## src/rtl/core/adcdc_pkg.sv

```systemverilog
// Shared constants, types and codes for the ADC DC offset tracker.
// Used by adcdc_front, adcdc_back and adc_dc_offset_tracker_top; no dependencies.
package adcdc_pkg;

  localparam int BLOCK_SAMPLES = 1024;
  localparam int COUNT_WIDTH   = 24;
  // centered values span 17 signed bits; total holds COUNT_MAX of them
  localparam int TOTAL_WIDTH   = COUNT_WIDTH + 18;
  localparam int POS_WIDTH     = $clog2(BLOCK_SAMPLES);
  localparam int ITER_WIDTH    = $clog2(TOTAL_WIDTH);
  localparam int QUEUE_DEPTH   = 2;
  localparam int QPTR_WIDTH    = (QUEUE_DEPTH > 1) ? $clog2(QUEUE_DEPTH) : 1;

  localparam logic [COUNT_WIDTH-1:0] COUNT_MAX    = '1;
  localparam logic [15:0]            RESET_OFFSET = 16'd32768;
  localparam logic [15:0]            RESET_PERIOD = 16'd9999;
  localparam logic [15:0]            ELAPSED_MAX  = 16'hFFFF;

  // operation codes
  localparam logic OP_SAMPLE = 1'b0;
  localparam logic OP_TICK   = 1'b1;

  // register select (address bit 2)
  localparam logic REG_INIT_OFFSET = 1'b0;
  localparam logic REG_PERIOD      = 1'b1;

  typedef struct packed {
    logic        tick;
    logic [15:0] sample;
  } queue_entry_t;

  typedef struct packed {
    logic         valid;
    queue_entry_t entry;
  } queue_head_t;

  typedef struct packed {
    logic        load_offset;
    logic [15:0] offset_value;
    logic [15:0] period;
  } cfg_t;

  typedef enum logic [1:0] {
    ST_RUN,
    ST_DIV,
    ST_ADJ
  } state_t;

endpackage

```

## src/rtl/core/adcdc_front.sv

```systemverilog
// Front end: accepts input beats, drops samples taken while transmitting,
// and queues ticks and samples in order. Depends on adcdc_pkg.
module adcdc_front (
  input  logic                 clk,
  input  logic                 rst,
  input  logic                 in_valid,
  output logic                 in_ready,
  input  logic                 operation,
  input  logic [15:0]          adc_sample,
  input  logic                 transmitting,
  output adcdc_pkg::queue_head_t head,
  input  logic                 pop
);

  adcdc_pkg::queue_entry_t entries [adcdc_pkg::QUEUE_DEPTH];
  logic [adcdc_pkg::QPTR_WIDTH-1:0] wr_ptr;
  logic [adcdc_pkg::QPTR_WIDTH-1:0] rd_ptr;
  logic [adcdc_pkg::QPTR_WIDTH:0]   fill;
  logic                             keep;
  logic                             push;
  logic                             do_pop;

  assign in_ready = (fill != (adcdc_pkg::QPTR_WIDTH + 1)'(adcdc_pkg::QUEUE_DEPTH));
  // ticks always count; samples during transmit are swallowed
  assign keep     = (operation == adcdc_pkg::OP_TICK) || !transmitting;
  assign push     = in_valid && in_ready && keep;
  assign do_pop   = pop && head.valid;

  assign head.valid = (fill != '0);
  assign head.entry = entries[rd_ptr];

  always_ff @(posedge clk) begin
    if (rst) begin
      wr_ptr <= '0;
      rd_ptr <= '0;
      fill   <= '0;
    end else begin
      if (push) begin
        wr_ptr <= (wr_ptr == adcdc_pkg::QPTR_WIDTH'(adcdc_pkg::QUEUE_DEPTH - 1)) ?
                  '0 : wr_ptr + 1'b1;
      end
      if (do_pop) begin
        rd_ptr <= (rd_ptr == adcdc_pkg::QPTR_WIDTH'(adcdc_pkg::QUEUE_DEPTH - 1)) ?
                  '0 : rd_ptr + 1'b1;
      end
      if (push && !do_pop) begin
        fill <= fill + 1'b1;
      end else if (!push && do_pop) begin
        fill <= fill - 1'b1;
      end
    end
  end

  always_ff @(posedge clk) begin
    if (push) begin
      entries[wr_ptr].tick   <= (operation == adcdc_pkg::OP_TICK);
      entries[wr_ptr].sample <= adc_sample;
    end
  end

endmodule

```

## src/rtl/core/adcdc_back.sv

```systemverilog
// Back end: centers samples, tracks peaks, total, count and timer, and runs
// the bit-serial average divider at adjusting block ends. Depends on adcdc_pkg.
module adcdc_back (
  input  logic                   clk,
  input  logic                   rst,
  input  adcdc_pkg::queue_head_t head,
  output logic                   pop,
  input  adcdc_pkg::cfg_t        cfg,
  output logic                   out_valid,
  input  logic                   out_ready,
  output logic signed [15:0]     centered_sample,
  output logic                   block_done,
  output logic [15:0]            block_peak_high,
  output logic signed [16:0]     block_peak_low,
  output logic                   offset_updated,
  output logic signed [16:0]     average_error,
  output logic [15:0]            new_offset
);

  localparam int TW = adcdc_pkg::TOTAL_WIDTH;
  localparam int CW = adcdc_pkg::COUNT_WIDTH;

  adcdc_pkg::state_t state, state_next;

  logic [15:0]                      offset, offset_next;
  logic signed [16:0]               peak_high, peak_high_next;
  logic signed [16:0]               peak_low, peak_low_next;
  logic signed [TW-1:0]             total, total_next;
  logic [CW-1:0]                    count, count_next;
  logic [adcdc_pkg::POS_WIDTH-1:0]  position, position_next;
  logic [15:0]                      elapsed, elapsed_next;

  logic [CW:0]                      rem, rem_next;
  logic [TW-1:0]                    dvd, dvd_next;
  logic [CW-1:0]                    divisor, divisor_next;
  logic                             neg, neg_next;
  logic [adcdc_pkg::ITER_WIDTH-1:0] iter, iter_next;

  logic                             out_valid_next;
  logic signed [15:0]               centered_next;
  logic                             done_next;
  logic [15:0]                      peak_high_out_next;
  logic signed [16:0]               peak_low_out_next;
  logic                             updated_next;
  logic signed [16:0]               average_next;
  logic [15:0]                      new_offset_next;

  logic                             slot_free;
  logic signed [16:0]               centered;
  logic signed [15:0]               centered_sat;
  logic signed [16:0]               ph_new;
  logic signed [16:0]               pl_new;
  logic                             count_full;
  logic signed [TW-1:0]             total_sum;
  logic [CW-1:0]                    count_inc;
  logic [TW-1:0]                    total_mag;
  logic                             block_end;
  logic                             adjust;
  logic [CW:0]                      rem_shift;
  logic                             fits;
  logic signed [16:0]               avg;
  logic signed [17:0]               offset_sum;
  logic [15:0]                      offset_sat;

  assign slot_free = !out_valid || out_ready;

  always_comb begin
    centered = $signed({1'b0, head.entry.sample}) - $signed({1'b0, offset});
    if (centered > 17'sd32767) begin
      centered_sat = 16'sh7FFF;
    end else if (centered < -17'sd32768) begin
      centered_sat = 16'sh8000;
    end else begin
      centered_sat = centered[15:0];
    end
    ph_new     = (centered > peak_high) ? centered : peak_high;
    pl_new     = (centered < peak_low) ? centered : peak_low;
    count_full = (count == adcdc_pkg::COUNT_MAX);
    total_sum  = count_full ? total : total + {{(TW - 17){centered[16]}}, centered};
    count_inc  = count_full ? count : count + 1'b1;
    total_mag  = total_sum[TW-1] ? 0 - total_sum : total_sum;
    block_end  = (position == adcdc_pkg::POS_WIDTH'(adcdc_pkg::BLOCK_SAMPLES - 1));
    adjust     = (elapsed > cfg.period);

    // one restoring step per cycle
    rem_shift  = {rem[CW-1:0], dvd[TW-1]};
    fits       = (rem_shift >= {1'b0, divisor});

    avg        = neg ? 17'sd0 - $signed(dvd[16:0]) : $signed(dvd[16:0]);
    offset_sum = $signed({2'b00, offset}) + $signed({avg[16], avg});
    if (offset_sum < 18'sd0) begin
      offset_sat = 16'd0;
    end else if (offset_sum > 18'sd65535) begin
      offset_sat = 16'hFFFF;
    end else begin
      offset_sat = offset_sum[15:0];
    end
  end

  always_comb begin
    state_next         = state;
    offset_next        = offset;
    peak_high_next     = peak_high;
    peak_low_next      = peak_low;
    total_next         = total;
    count_next         = count;
    position_next      = position;
    elapsed_next       = elapsed;
    rem_next           = rem;
    dvd_next           = dvd;
    divisor_next       = divisor;
    neg_next           = neg;
    iter_next          = iter;
    out_valid_next     = out_valid && !out_ready;
    centered_next      = centered_sample;
    done_next          = block_done;
    peak_high_out_next = block_peak_high;
    peak_low_out_next  = block_peak_low;
    updated_next       = offset_updated;
    average_next       = average_error;
    new_offset_next    = new_offset;
    pop                = 1'b0;

    unique case (state)
      adcdc_pkg::ST_RUN: begin
        if (head.valid && (head.entry.tick || slot_free)) begin
          pop = 1'b1;
          if (head.entry.tick) begin
            if (elapsed != adcdc_pkg::ELAPSED_MAX) begin
              elapsed_next = elapsed + 1'b1;
            end
          end else begin
            total_next         = total_sum;
            count_next         = count_inc;
            centered_next      = centered_sat;
            done_next          = 1'b0;
            peak_high_out_next = '0;
            peak_low_out_next  = '0;
            updated_next       = 1'b0;
            average_next       = '0;
            new_offset_next    = '0;
            out_valid_next     = 1'b1;
            if (block_end) begin
              position_next      = '0;
              peak_high_next     = '0;
              peak_low_next      = '0;
              done_next          = 1'b1;
              peak_high_out_next = ph_new[15:0];
              peak_low_out_next  = pl_new;
              if (adjust) begin
                // hold the result until the average is ready
                out_valid_next = 1'b0;
                total_next     = '0;
                count_next     = '0;
                elapsed_next   = '0;
                rem_next       = '0;
                dvd_next       = total_mag;
                divisor_next   = count_inc;
                neg_next       = total_sum[TW-1];
                iter_next      = adcdc_pkg::ITER_WIDTH'(TW - 1);
                state_next     = adcdc_pkg::ST_DIV;
              end
            end else begin
              position_next  = position + 1'b1;
              peak_high_next = ph_new;
              peak_low_next  = pl_new;
            end
          end
        end
      end
      adcdc_pkg::ST_DIV: begin
        rem_next = fits ? rem_shift - {1'b0, divisor} : rem_shift;
        dvd_next = {dvd[TW-2:0], fits};
        if (iter == '0) begin
          state_next = adcdc_pkg::ST_ADJ;
        end else begin
          iter_next = iter - 1'b1;
        end
      end
      adcdc_pkg::ST_ADJ: begin
        offset_next     = offset_sat;
        updated_next    = 1'b1;
        average_next    = avg;
        new_offset_next = offset_sat;
        out_valid_next  = 1'b1;
        state_next      = adcdc_pkg::ST_RUN;
      end
      default: begin
        state_next = adcdc_pkg::ST_RUN;
      end
    endcase

    if (cfg.load_offset) begin
      offset_next = cfg.offset_value;
    end
  end

  always_ff @(posedge clk) begin
    if (rst) begin
      state     <= adcdc_pkg::ST_RUN;
      offset    <= adcdc_pkg::RESET_OFFSET;
      peak_high <= '0;
      peak_low  <= '0;
      total     <= '0;
      count     <= '0;
      position  <= '0;
      elapsed   <= '0;
      out_valid <= 1'b0;
    end else begin
      state     <= state_next;
      offset    <= offset_next;
      peak_high <= peak_high_next;
      peak_low  <= peak_low_next;
      total     <= total_next;
      count     <= count_next;
      position  <= position_next;
      elapsed   <= elapsed_next;
      out_valid <= out_valid_next;
    end
  end

  always_ff @(posedge clk) begin
    rem             <= rem_next;
    dvd             <= dvd_next;
    divisor         <= divisor_next;
    neg             <= neg_next;
    iter            <= iter_next;
    centered_sample <= centered_next;
    block_done      <= done_next;
    block_peak_high <= peak_high_out_next;
    block_peak_low  <= peak_low_out_next;
    offset_updated  <= updated_next;
    average_error   <= average_next;
    new_offset      <= new_offset_next;
  end

endmodule

```

## src/rtl/core/adc_dc_offset_tracker_top.sv

```systemverilog
// A kept sample's beat is queued in the front end, then popped by the back end, which registers
// its result; a block end that adjusts the offset first runs the bit-serial divider (ST_DIV,
// then ST_ADJ), one quotient bit per cycle. Throughput: one beat per cycle while out_ready
// is high, except that the back end holds while the divider runs at an adjusting block end.
// Reset (rst, synchronous): queue, counters, peaks and timer clear; offset 32768,
// period 9999.
module adc_dc_offset_tracker_top (
  input  logic               clk,
  input  logic               rst,
  input  logic               psel,
  input  logic               penable,
  input  logic               pwrite,
  input  logic [2:0]         paddr,
  input  logic [31:0]        pwdata,
  output logic [31:0]        prdata,
  output logic               pready,
  input  logic               in_valid,
  output logic               in_ready,
  input  logic               operation,
  input  logic [15:0]        adc_sample,
  input  logic               transmitting,
  output logic               out_valid,
  input  logic               out_ready,
  output logic signed [15:0] centered_sample,
  output logic               block_done,
  output logic [15:0]        block_peak_high,
  output logic signed [16:0] block_peak_low,
  output logic               offset_updated,
  output logic signed [16:0] average_error,
  output logic [15:0]        new_offset
);

  logic [15:0]            initial_offset;
  logic [15:0]            adjust_period_ms;
  logic                   cfg_write;
  adcdc_pkg::cfg_t        cfg;
  adcdc_pkg::queue_head_t head;
  logic                   pop;

  assign pready    = 1'b1;
  assign cfg_write = psel && penable && pwrite && pready;

  always_ff @(posedge clk) begin
    if (rst) begin
      initial_offset   <= adcdc_pkg::RESET_OFFSET;
      adjust_period_ms <= adcdc_pkg::RESET_PERIOD;
    end else if (cfg_write) begin
      unique case (paddr[2])
        adcdc_pkg::REG_INIT_OFFSET: initial_offset   <= pwdata[15:0];
        adcdc_pkg::REG_PERIOD:      adjust_period_ms <= pwdata[15:0];
        default: ;
      endcase
    end
  end

  always_comb begin
    unique case (paddr[2])
      adcdc_pkg::REG_INIT_OFFSET: prdata = {16'd0, initial_offset};
      adcdc_pkg::REG_PERIOD:      prdata = {16'd0, adjust_period_ms};
      default:                    prdata = '0;
    endcase
  end

  // an offset write also reloads the working offset
  assign cfg.load_offset  = cfg_write && (paddr[2] == adcdc_pkg::REG_INIT_OFFSET);
  assign cfg.offset_value = pwdata[15:0];
  assign cfg.period       = adjust_period_ms;

  adcdc_front u_front (
    .clk          (clk),
    .rst          (rst),
    .in_valid     (in_valid),
    .in_ready     (in_ready),
    .operation    (operation),
    .adc_sample   (adc_sample),
    .transmitting (transmitting),
    .head         (head),
    .pop          (pop)
  );

  adcdc_back u_back (
    .clk             (clk),
    .rst             (rst),
    .head            (head),
    .pop             (pop),
    .cfg             (cfg),
    .out_valid       (out_valid),
    .out_ready       (out_ready),
    .centered_sample (centered_sample),
    .block_done      (block_done),
    .block_peak_high (block_peak_high),
    .block_peak_low  (block_peak_low),
    .offset_updated  (offset_updated),
    .average_error   (average_error),
    .new_offset      (new_offset)
  );

endmodule

```

## config.mk

```make
export PLATFORM = sky130hd
export DESIGN_NAME = adc_dc_offset_tracker_top
export DESIGN_NICKNAME = d
export VERILOG_FILES = /design/src/rtl/core/adcdc_pkg.sv /design/src/rtl/core/adcdc_front.sv /design/src/rtl/core/adcdc_back.sv /design/src/rtl/core/adc_dc_offset_tracker_top.sv
export SDC_FILE = /design/constraint.sdc
export NUM_CORES = 1
export LEC_CHECK = 0
export BUFFER_PORTS_ARGS = -buffer_cell sky130_fd_sc_hd__buf_2
export CORE_MARGIN = 8
export CORE_UTILIZATION = 35
export DETAILED_ROUTE_END_ITERATION = 10
export SYNTH_ARGS = -nofsm -noshare
export SYNTH_HDL_FRONTEND = slang
export SYNTH_SLANG_ARGS = --single-unit
export TNS_END_PERCENT = 10
```

## constraint.sdc

```tcl
create_clock -name clk -period 8.6 [get_ports clk]
set_input_delay 0.43 -clock clk [delete_from_list [all_inputs] [get_ports clk]]
set_output_delay 0.43 -clock clk [all_outputs]
set_load 0.01 [all_outputs]
```

After elaboration in Yosys (flattened, before gate mapping):

Memories as Yosys holds them, arrays and structs flattened. A register that Yosys moved wholly into a read port is not among the register bits.
Cells that the tools add are included.

* bits in registers: 362
* memory bits (writable): 34
* bits of input ports: 60
* output and inout bits: 119
* logic and storage cells: 174
* memories: 1

Memories
* u_front.entries: depth 2, bits a word 17, read ports 1, clocked after Yosys merged registers in 1, write ports 1, RTL line adcdc_front.sv:15 `adcdc_pkg::queue_entry_t entries [adcdc_pkg::QUEUE_DEPTH];`

* add/subtract/negate cells: 14
* magnitude comparators: 8
* eq/ne operators: 13
* mux-type cells: 71
* bitwise gates (word level): 2
* reduce and logical (&&, ||, !) cells: 38

Operators with widths (count)
* two-way mux 42 bit: 8
* two-way mux 24 bit: 8
* two-way mux 16 bit: 11
* two-way mux 17 bit: 7
* one-hot mux 42 bit (2 select lines): 1
* one-hot mux 32 bit (2 select lines): 1
* one-hot mux 24 bit (2 select lines): 1
* adder 42 bit: 1
* subtractor 1 x 42 -> 42 bit, first input constant: 1
* one-hot mux 17 bit (2 select lines): 1
* one-hot mux 16 bit (2 select lines): 1
* two-way mux 6 bit: 5
* >= comparator 25 x 24 -> 1 bit: 1
* adder 24 x 1 -> 24 bit, second input constant: 1
* equality test 24 bit, second input constant: 1
* subtractor 24 bit: 1
* AND reduction 5 bit: 4
* adder 17 x 17 -> 18 bit: 1
* greater-than comparator 18 x 17 -> 1 bit, second input constant: 1
* < comparator 18 x 1 -> 1 bit, second input constant: 1
* greater-than comparator 17 x 16 -> 1 bit, second input constant: 1
* greater-than comparator 17 bit: 1
* < comparator 17 x 16 -> 1 bit, second input constant: 1
* < comparator 17 bit: 1
* other kinds (32): 85

Logic depth before layout (Yosys ltp):

Gate-level depths: netlist of run 1.

* depth after elaboration: 10
* depth in mapped cells: 30
* gate-level depth less buffers: 26

Hierarchy:

A second synthesis of run 1 with hierarchy kept.

* cell total of the unflattened synthesis: 2677
* area total of the unflattened synthesis: 24651.1 um^2

By module, submodules not included
* adcdc_back: times used 1, cells an instance 2428, area each 21458.1 um^2, seq. area each 8338.0 um^2
* adc_dc_offset_tracker_top: times used 1, cells an instance 171, area each 1721.7 um^2, seq. area each 640.6 um^2
* adcdc_front: times used 1, cells an instance 78, area each 1471.4 um^2, seq. area each 1121.1 um^2

Worst setup path after synthesis of run 1:

OpenSTA, ideal clock, no wires.

* kind: reg2reg
* start point: register (tool-made name)
* end point: register u_back.dvd[40] (data pin)
* library setup time: 0.272 ns
* arrival time: 7.064 ns
* required time: 8.328 ns
* path slack: 1.264 ns
* stages on the path, launching flop included: 28
* buffers on the path: 3
* period minus slack after synthesis: 7.336 ns
* path through: dfxtp_1 clkbuf_1 buf_1 mux2i_1 ha_1 inv_1 fa_1 a21o_1 a21oi_1 o21bai_1 a221o_1 a21oi_1 o21ai_1 inv_1 ha_1 clkbuf_1 a21oi_1 o21ai_0 a211o_1 o32ai_1 a211o_1 a211oi_1 or3_1 a21o_1 nor4_2 nand4_1 o2111a_1 or4_1

RTL lines
* end signal: assignment: RTL line adcdc_back.sv:224 `dvd <= dvd_next;`
* end: declaration: RTL line adcdc_back.sv:34 `logic [TW-1:0] dvd, dvd_next;`

==> results.json, run 1 <==
{
  "nNetsFinal": 3016,
  "power_density_nw_per_um2": 386,
  "gp_congestion": 0.888,
  "drive_gt1_share_pct": 12.4,
  "cp_slowest_cell": "a2111oi_0",
  "clk_pin_slew_worst_paths_ns": 0.06,
  "final_cell_mix": "nor2_1, a21oi_1, nand2_1",
  "clock_sinks": 397,
  "yosysSeqAreaShare_pct": 41.8,
  "max_slew_margin_pct": 20.5,
  "maxCapViolations": 0,
  "route.antenna.remaining_nets": 0,
  "worstHoldPathType": "input pin to flip-flop",
  "arrival_ns": 8.21,
  "avgSynthCellArea_um2": 9.05,
  "cts_tree": "done",
  "place_ws_ns": 0.868,
  "diodes": 0,
  "start_kind": "flip-flop",
  "setup_viol": 0,
  "fmax_mhz": 127,
  "die_area_um2": 77600,
  "cts_max_path_buffers": 3,
  "vdd_drop_max_uv": 226,
  "vias_per_cell": 5.36,
  "dp.cells": 3620,
  "drt_iter0_drc": 1376,
  "grt_max_degree": 78,
  "worst_pin_slew_ns": 1.19,
  "fin_skew_ns": 0.0345,
  "cts_made_buffers": 47,
  "worst_slack_ns": 0.709,
  "maxSlewViolCount": 0,
  "p_total_mw": 10.7,
  "cp.required_ns": 8.92,
  "synth_cell_types": 80,
  "grt_pass1_vias": 19000,
  "ctsResizeCount": 0,
  "final_common_cell": "nor2_1",
  "hpwl_um": 47200,
  "critical_path_peak_fanout": 14,
  "io_buffers": 143,
  "syn-cell-area_um2": 24100,
  "wl_per_cell_um": 17.8,
  "hold_buffers": 5,
  "ys.flop_type": "edfxtp_1",
  "slowest_delay_ns": 0.81,
  "async_flop_share_pct": 0,
  "finalWirelength_um": 66100,
  "end_kind": "flip-flop",
  "fin_cells": 3713,
  "critical_path_class": "flip-flop to flip-flop",
  "vias": 19900,
  "rows": 96,
  "remaining_drc_errors": 0,
  "yosysWarnings": 0,
  "clk_latency_ns": 0.60,
  "synthesis.instances": 2667,
  "syn2layout_area_growth_pct": 14.6,
  "grt_pass1_wl_um": 104000,
  "ios": 179,
  "core_um2": 68500,
  "status": "completed",
  "synth-edff-count": 215,
  "period_minus_slack_ns": 7.89,
  "antenna_found_initial": 0,
  "start_util_pct": 35.3,
  "post-route-period-util_pct": 91.8,
  "gr-usage-all-layers_pct": 16.3,
  "dr.pass1.iters": 5,
  "rsz0062_at_grt": "no",
  "p_leak_nw": 10.8,
  "fill_cells": 6815,
  "tns_ns": 0,
  "hold_violations": 0,
  "ctsHtreeMaxLevel": 2,
  "ys_ff_latch": 397,
  "cts_setup_buffers": 0,
  "grt_overflow": 0,
  "cts_root_buf": "clkbuf_16",
  "chipHeight_um": 279,
  "dieWidth_um": 279
}
==> kinds of logic (layout without fill, tap and decap cells) <==
| kind of cell | after synthesis | after routing | synth area share (%) |
|---|---|---|---|
| fa+ha+maj | 179 | 179 | 9.25 |
| simple gates | 876 | 876 | 17.0 |
| compound gates | 687 | 687 | 17.7 |
| buf+inv | 280 | 429 | 4.62 |
| flops | 397 | 397 | 41.8 |
| other cells | 2 | 17 | 0.0311 |
| xor+xnor | 160 | 160 | 5.81 |
| mux | 86 | 86 | 3.74 |
==> worst paths after layout <==
| kind | from | endpoint | slack, ns | depth (start not counted) |
|---|---|---|---|---|
| min reg2reg | initial_offset[2] | initial_offset[2] | 0.45 | 2 |
| min | adc_sample[8] | u_front.entries[1][8] | 0.03 | 1 |
| max | flip-flop | u_back.dvd[40] | 0.71 | 25 |
| max reg2reg | flip-flop | u_back.dvd[40] | 0.71 | 25 |
==> where the power goes <==
group	internal (mW)	total, mW	leakage [nW]	switching [mW]
registers	2.52	2.69	3.46	0.175
logic	2.24	5.81	6.53	3.57
clock network	1.33	2.17	0.829	0.840
==> per-layer routing <==
layer  global-route usage, %  vias up  share of wire, %
met3                    2.24      113               5.1
met1                    21.7     9449                46
li1                        -     9844                 -
met4                    5.37        0               2.7
met2                    27.2      495                46
met5                       0        -                 0
==> state kept, by name, summed over array words and instances (netlist names), 6 cells and up, named ones only <==
name and flops:
u_back.elapsed 16, u_back.divisor 24, u_back.offset 16, u_back.average_error 17
u_back.centered_sample 16, u_back.count 24, u_back.dvd 42, u_front.entries 34
u_back.rem 24, u_back.iter 6, u_back.block_peak_low 17, u_back.position 10
u_back.new_offset 16, u_back.block_peak_high 16, initial_offset 16, u_back.peak_low 17
u_back.total 42, adjust_period_ms 16, u_back.peak_high 17
==> layout make-up <==
cell class / count / area [µm²] / area share (%)
well taps: 882 / 1100 / 3.99
multi-input cells: 2005 / 13100 / 47.2
clock inverters: 27 / 388 / 1.40
repair buffers: 200 / 1160 / 4.19
flip-flops and latches: 397 / 10100 / 36.5
inverters: 141 / 529 / 1.91
clock buffers: 61 / 1310 / 4.74
==> worst max-delay path: cells and delay by family (launching register included) <==
kind                     cells  cell delay [ns]
multiplexers                 1             0.36
buffers and inverters        2             0.49
XOR/XNOR                     2             0.30
flip-flops                   1             0.51
AO/OA/AOI/OAI               10             2.77
adder cells (fa/ha/maj)      2             0.75
AND/OR/NAND/NOR              8             2.43
==> stage by stage <==
| step | utilization (%) | hold slack, ns | area [µm²] |
|---|---|---|---|
| after floorplan | - | 0.434 | 24200 |
| after global routing | 40.4 | 0.00541 | 27700 |
| after global placement | 37.8 | 0.440 | 25900 |
| final | 40.4 | 0.0282 | 27700 |
| after CTS | 40.4 | 0.000221 | 27700 |
| after detailed placement | 37.8 | 0.444 | 25900 |
==> cells in the mapped netlist, types with 46 or more instances <==
| cell | n | share of area [%] |
|---|---|---|
| dfxtp_1 | 182 | 15 |
| nand3_1 | 57 | 1.2 |
| nor2_1 | 304 | 4.7 |
| xor2_1 | 70 | 2.5 |
| mux2i_1 | 52 | 2.2 |
| edfxtp_1 | 215 | 27 |
| nand2_1 | 227 | 3.5 |
| a21oi_1 | 251 | 5.2 |
| ha_1 | 160 | 8.3 |
| clkbuf_1 | 107 | 1.7 |
| inv_1 | 139 | 2.2 |
| xnor2_1 | 90 | 3.3 |
| a21o_1 | 46 | 1.4 |
| nor3_1 | 66 | 1.4 |
| o21ai_0 | 145 | 3.0 |
(Power assumes the default switching activity.)
==> run 2: changes to the inputs <==
--- a/config.mk
+++ b/config.mk
@@ -9,6 +9,7 @@
 export CORE_MARGIN = 8
 export CORE_UTILIZATION = 35
 export DETAILED_ROUTE_END_ITERATION = 10
+export RECOVER_POWER = 100
 export SYNTH_ARGS = -nofsm -noshare
 export SYNTH_HDL_FRONTEND = slang
 export SYNTH_SLANG_ARGS = --single-unit
==> results.json, run 2 (same netlist as run 1, synthesis figures left out) <==
{
  "use_met2_pct": 27.2,
  "cts_root_buf": "clkbuf_16",
  "dpl_cell_area_um2": 25900,
  "power_density_nw_per_um2": 387,
  "maxCapViolations": 13,
  "setup_viol": 0,
  "rows": 96,
  "start_util_pct": 35.3,
  "met3_usage_pct": 2.24,
  "period_minus_slack_ns": 7.97,
  "cp.required_ns": 8.92,
  "p_leak_nw": 10.4,
  "arrival_ns": 8.29,
  "drive_gt1_share_pct": 7.21,
  "gr-usage-all-layers_pct": 16.3,
  "critical_path_peak_fanout": 14,
  "start_kind": "flip-flop",
  "route.antenna.remaining_nets": 0,
  "multiInputGateArea_um2": 13000,
  "maxSlewViolCount": 546,
  "use_met1_pct": 21.7,
  "cts_tree": "done",
  "nNetsFinal": 3016,
  "grt_pass1_wl_um": 104000,
  "critPathTopFamily": "compound AO/OA/AOI/OAI gates",
  "clk_pin_slew_worst_paths_ns": 0.06,
  "chipHeight_um": 279,
  "crit_buf_inv": 3,
  "top_usage_layer": "met2",
  "reg.largest.list": "u_back.dvd (42), u_back.total (42), u_front.entries (34)",
  "final-seq-area_um2": 10100,
  "ios": 179,
  "status": "complete, but fails checks",
  "die_area_um2": 77600,
  "final_cell_mix": "nor2_1, a21oi_1, nand2_1",
  "final_area_um2": 27400,
  "core_um2": 68500,
  "fin_skew_ns": 0.0310,
  "grt_pass1_vias": 19000,
  "wl_per_cell_um": 17.8,
  "tns_ns": 0,
  "vias": 19900,
  "dr.pass1.iters": 6,
  "cts_max_path_buffers": 3,
  "worst_pin_slew_ns": 3.67,
  "post-route-period-util_pct": 92.7,
  "cp_slowest_cell": "dfxtp_1",
  "rsz0062_at_grt": "no",
  "max_slew_margin_pct": -145,
  "fmax_mhz": 125,
  "gp_congestion": 0.888,
  "grt_overflow": 0,
  "clock_sinks": 397,
  "critical_path_class": "flip-flop to flip-flop",
  "vdd_drop_max_uv": 222,
  "slowest_delay_ns": 0.52,
  "fill_cells": 6903,
  "remaining_drc_errors": 0,
  "antenna_found_initial": 0,
  "io_buffers": 143,
  "diodes": 0,
  "end_kind": "flip-flop",
  "syn2layout_area_growth_pct": 13.4,
  "dieWidth_um": 279,
  "hold_violations": 0,
  "hpwl_um": 47200,
  "finalWirelength_um": 66100,
  "vias_per_cell": 5.35,
  "final_common_cell": "nor2_1",
  "violations": "capacitance limit, slew limit",
  "drt_iter0_drc": 1319,
  "clk_latency_ns": 0.60,
  "cts_setup_buffers": 0,
  "cts_made_buffers": 47,
  "ctsHtreeMaxLevel": 2,
  "grt_max_degree": 78,
  "worstHoldPathType": "input pin to flip-flop"
}
run 2: cell types whose count changed in the layout (fill, tap and decap cells not counted), sizes merged:
cell / delta
buf: -135
clkbuf: +135
run 2: metal layers:
metal	vias up	part of all wire (%)
li1	9839	-
met1	9450	46
met2	483	46
met3	105	5.2
met4	0	2.7
met5	-	0
run 2: per-stage QoR:
| step | setup WS (ns) | utilization (%) | power, mW | hold WS, ns | cells |
|---|---|---|---|---|---|
| 2_1_floorplan | 1.26 | - | 6.89 | 0.434 | 2682 |
| 5_1_grt | 0.199 | 40.0 | 11.4 | 0.00541 | 3713 |
| 3_3_place_gp | 0.955 | 37.8 | 8.41 | 0.440 | 3620 |
| 4_1_cts | 0.755 | 40.4 | 10.7 | 0.000221 | 3713 |
| 6_report | 0.628 | 40.0 | 10.6 | 0.0300 | 3713 |
| 3_5_place_dp | 0.868 | 37.8 | 8.46 | 0.444 | 3620 |
run 2: final cells by class:
cell class                 count  area share [%]
timing repair buffer         200            3.40
tap                          882            4.03
sequential                   397            36.9
inverter                     141            1.93
clock buffer                  61            4.79
clock inverter                27            1.42
multi-input combinational   2005            47.5
run 2: path summary, 6_finish.rpt:
check,from,endpoint,slack (ns),cells past startpoint
setup / recovery,flip-flop,u_back.dvd[40],0.63,26
hold / removal,adc_sample[8],u_front.entries[1][8],0.03,1
hold reg to reg,initial_offset[2],initial_offset[2],0.45,2
setup reg to reg,flip-flop,u_back.dvd[40],0.63,26
run 2: what timing repair did:
item,in CTS,in global routing
hold endpoints to repair,10,0
resized for setup,0,0
hold buffers,5,0
run 2: where the power goes:
| group | total, mW | switching [mW] | leakage [nW] | internal (mW) |
|---|---|---|---|---|
| Combinational | 5.73 | 3.56 | 6.10 | 2.17 |
| Sequential | 2.71 | 0.178 | 3.46 | 2.53 |
| Clock | 2.17 | 0.840 | 0.829 | 1.33 |
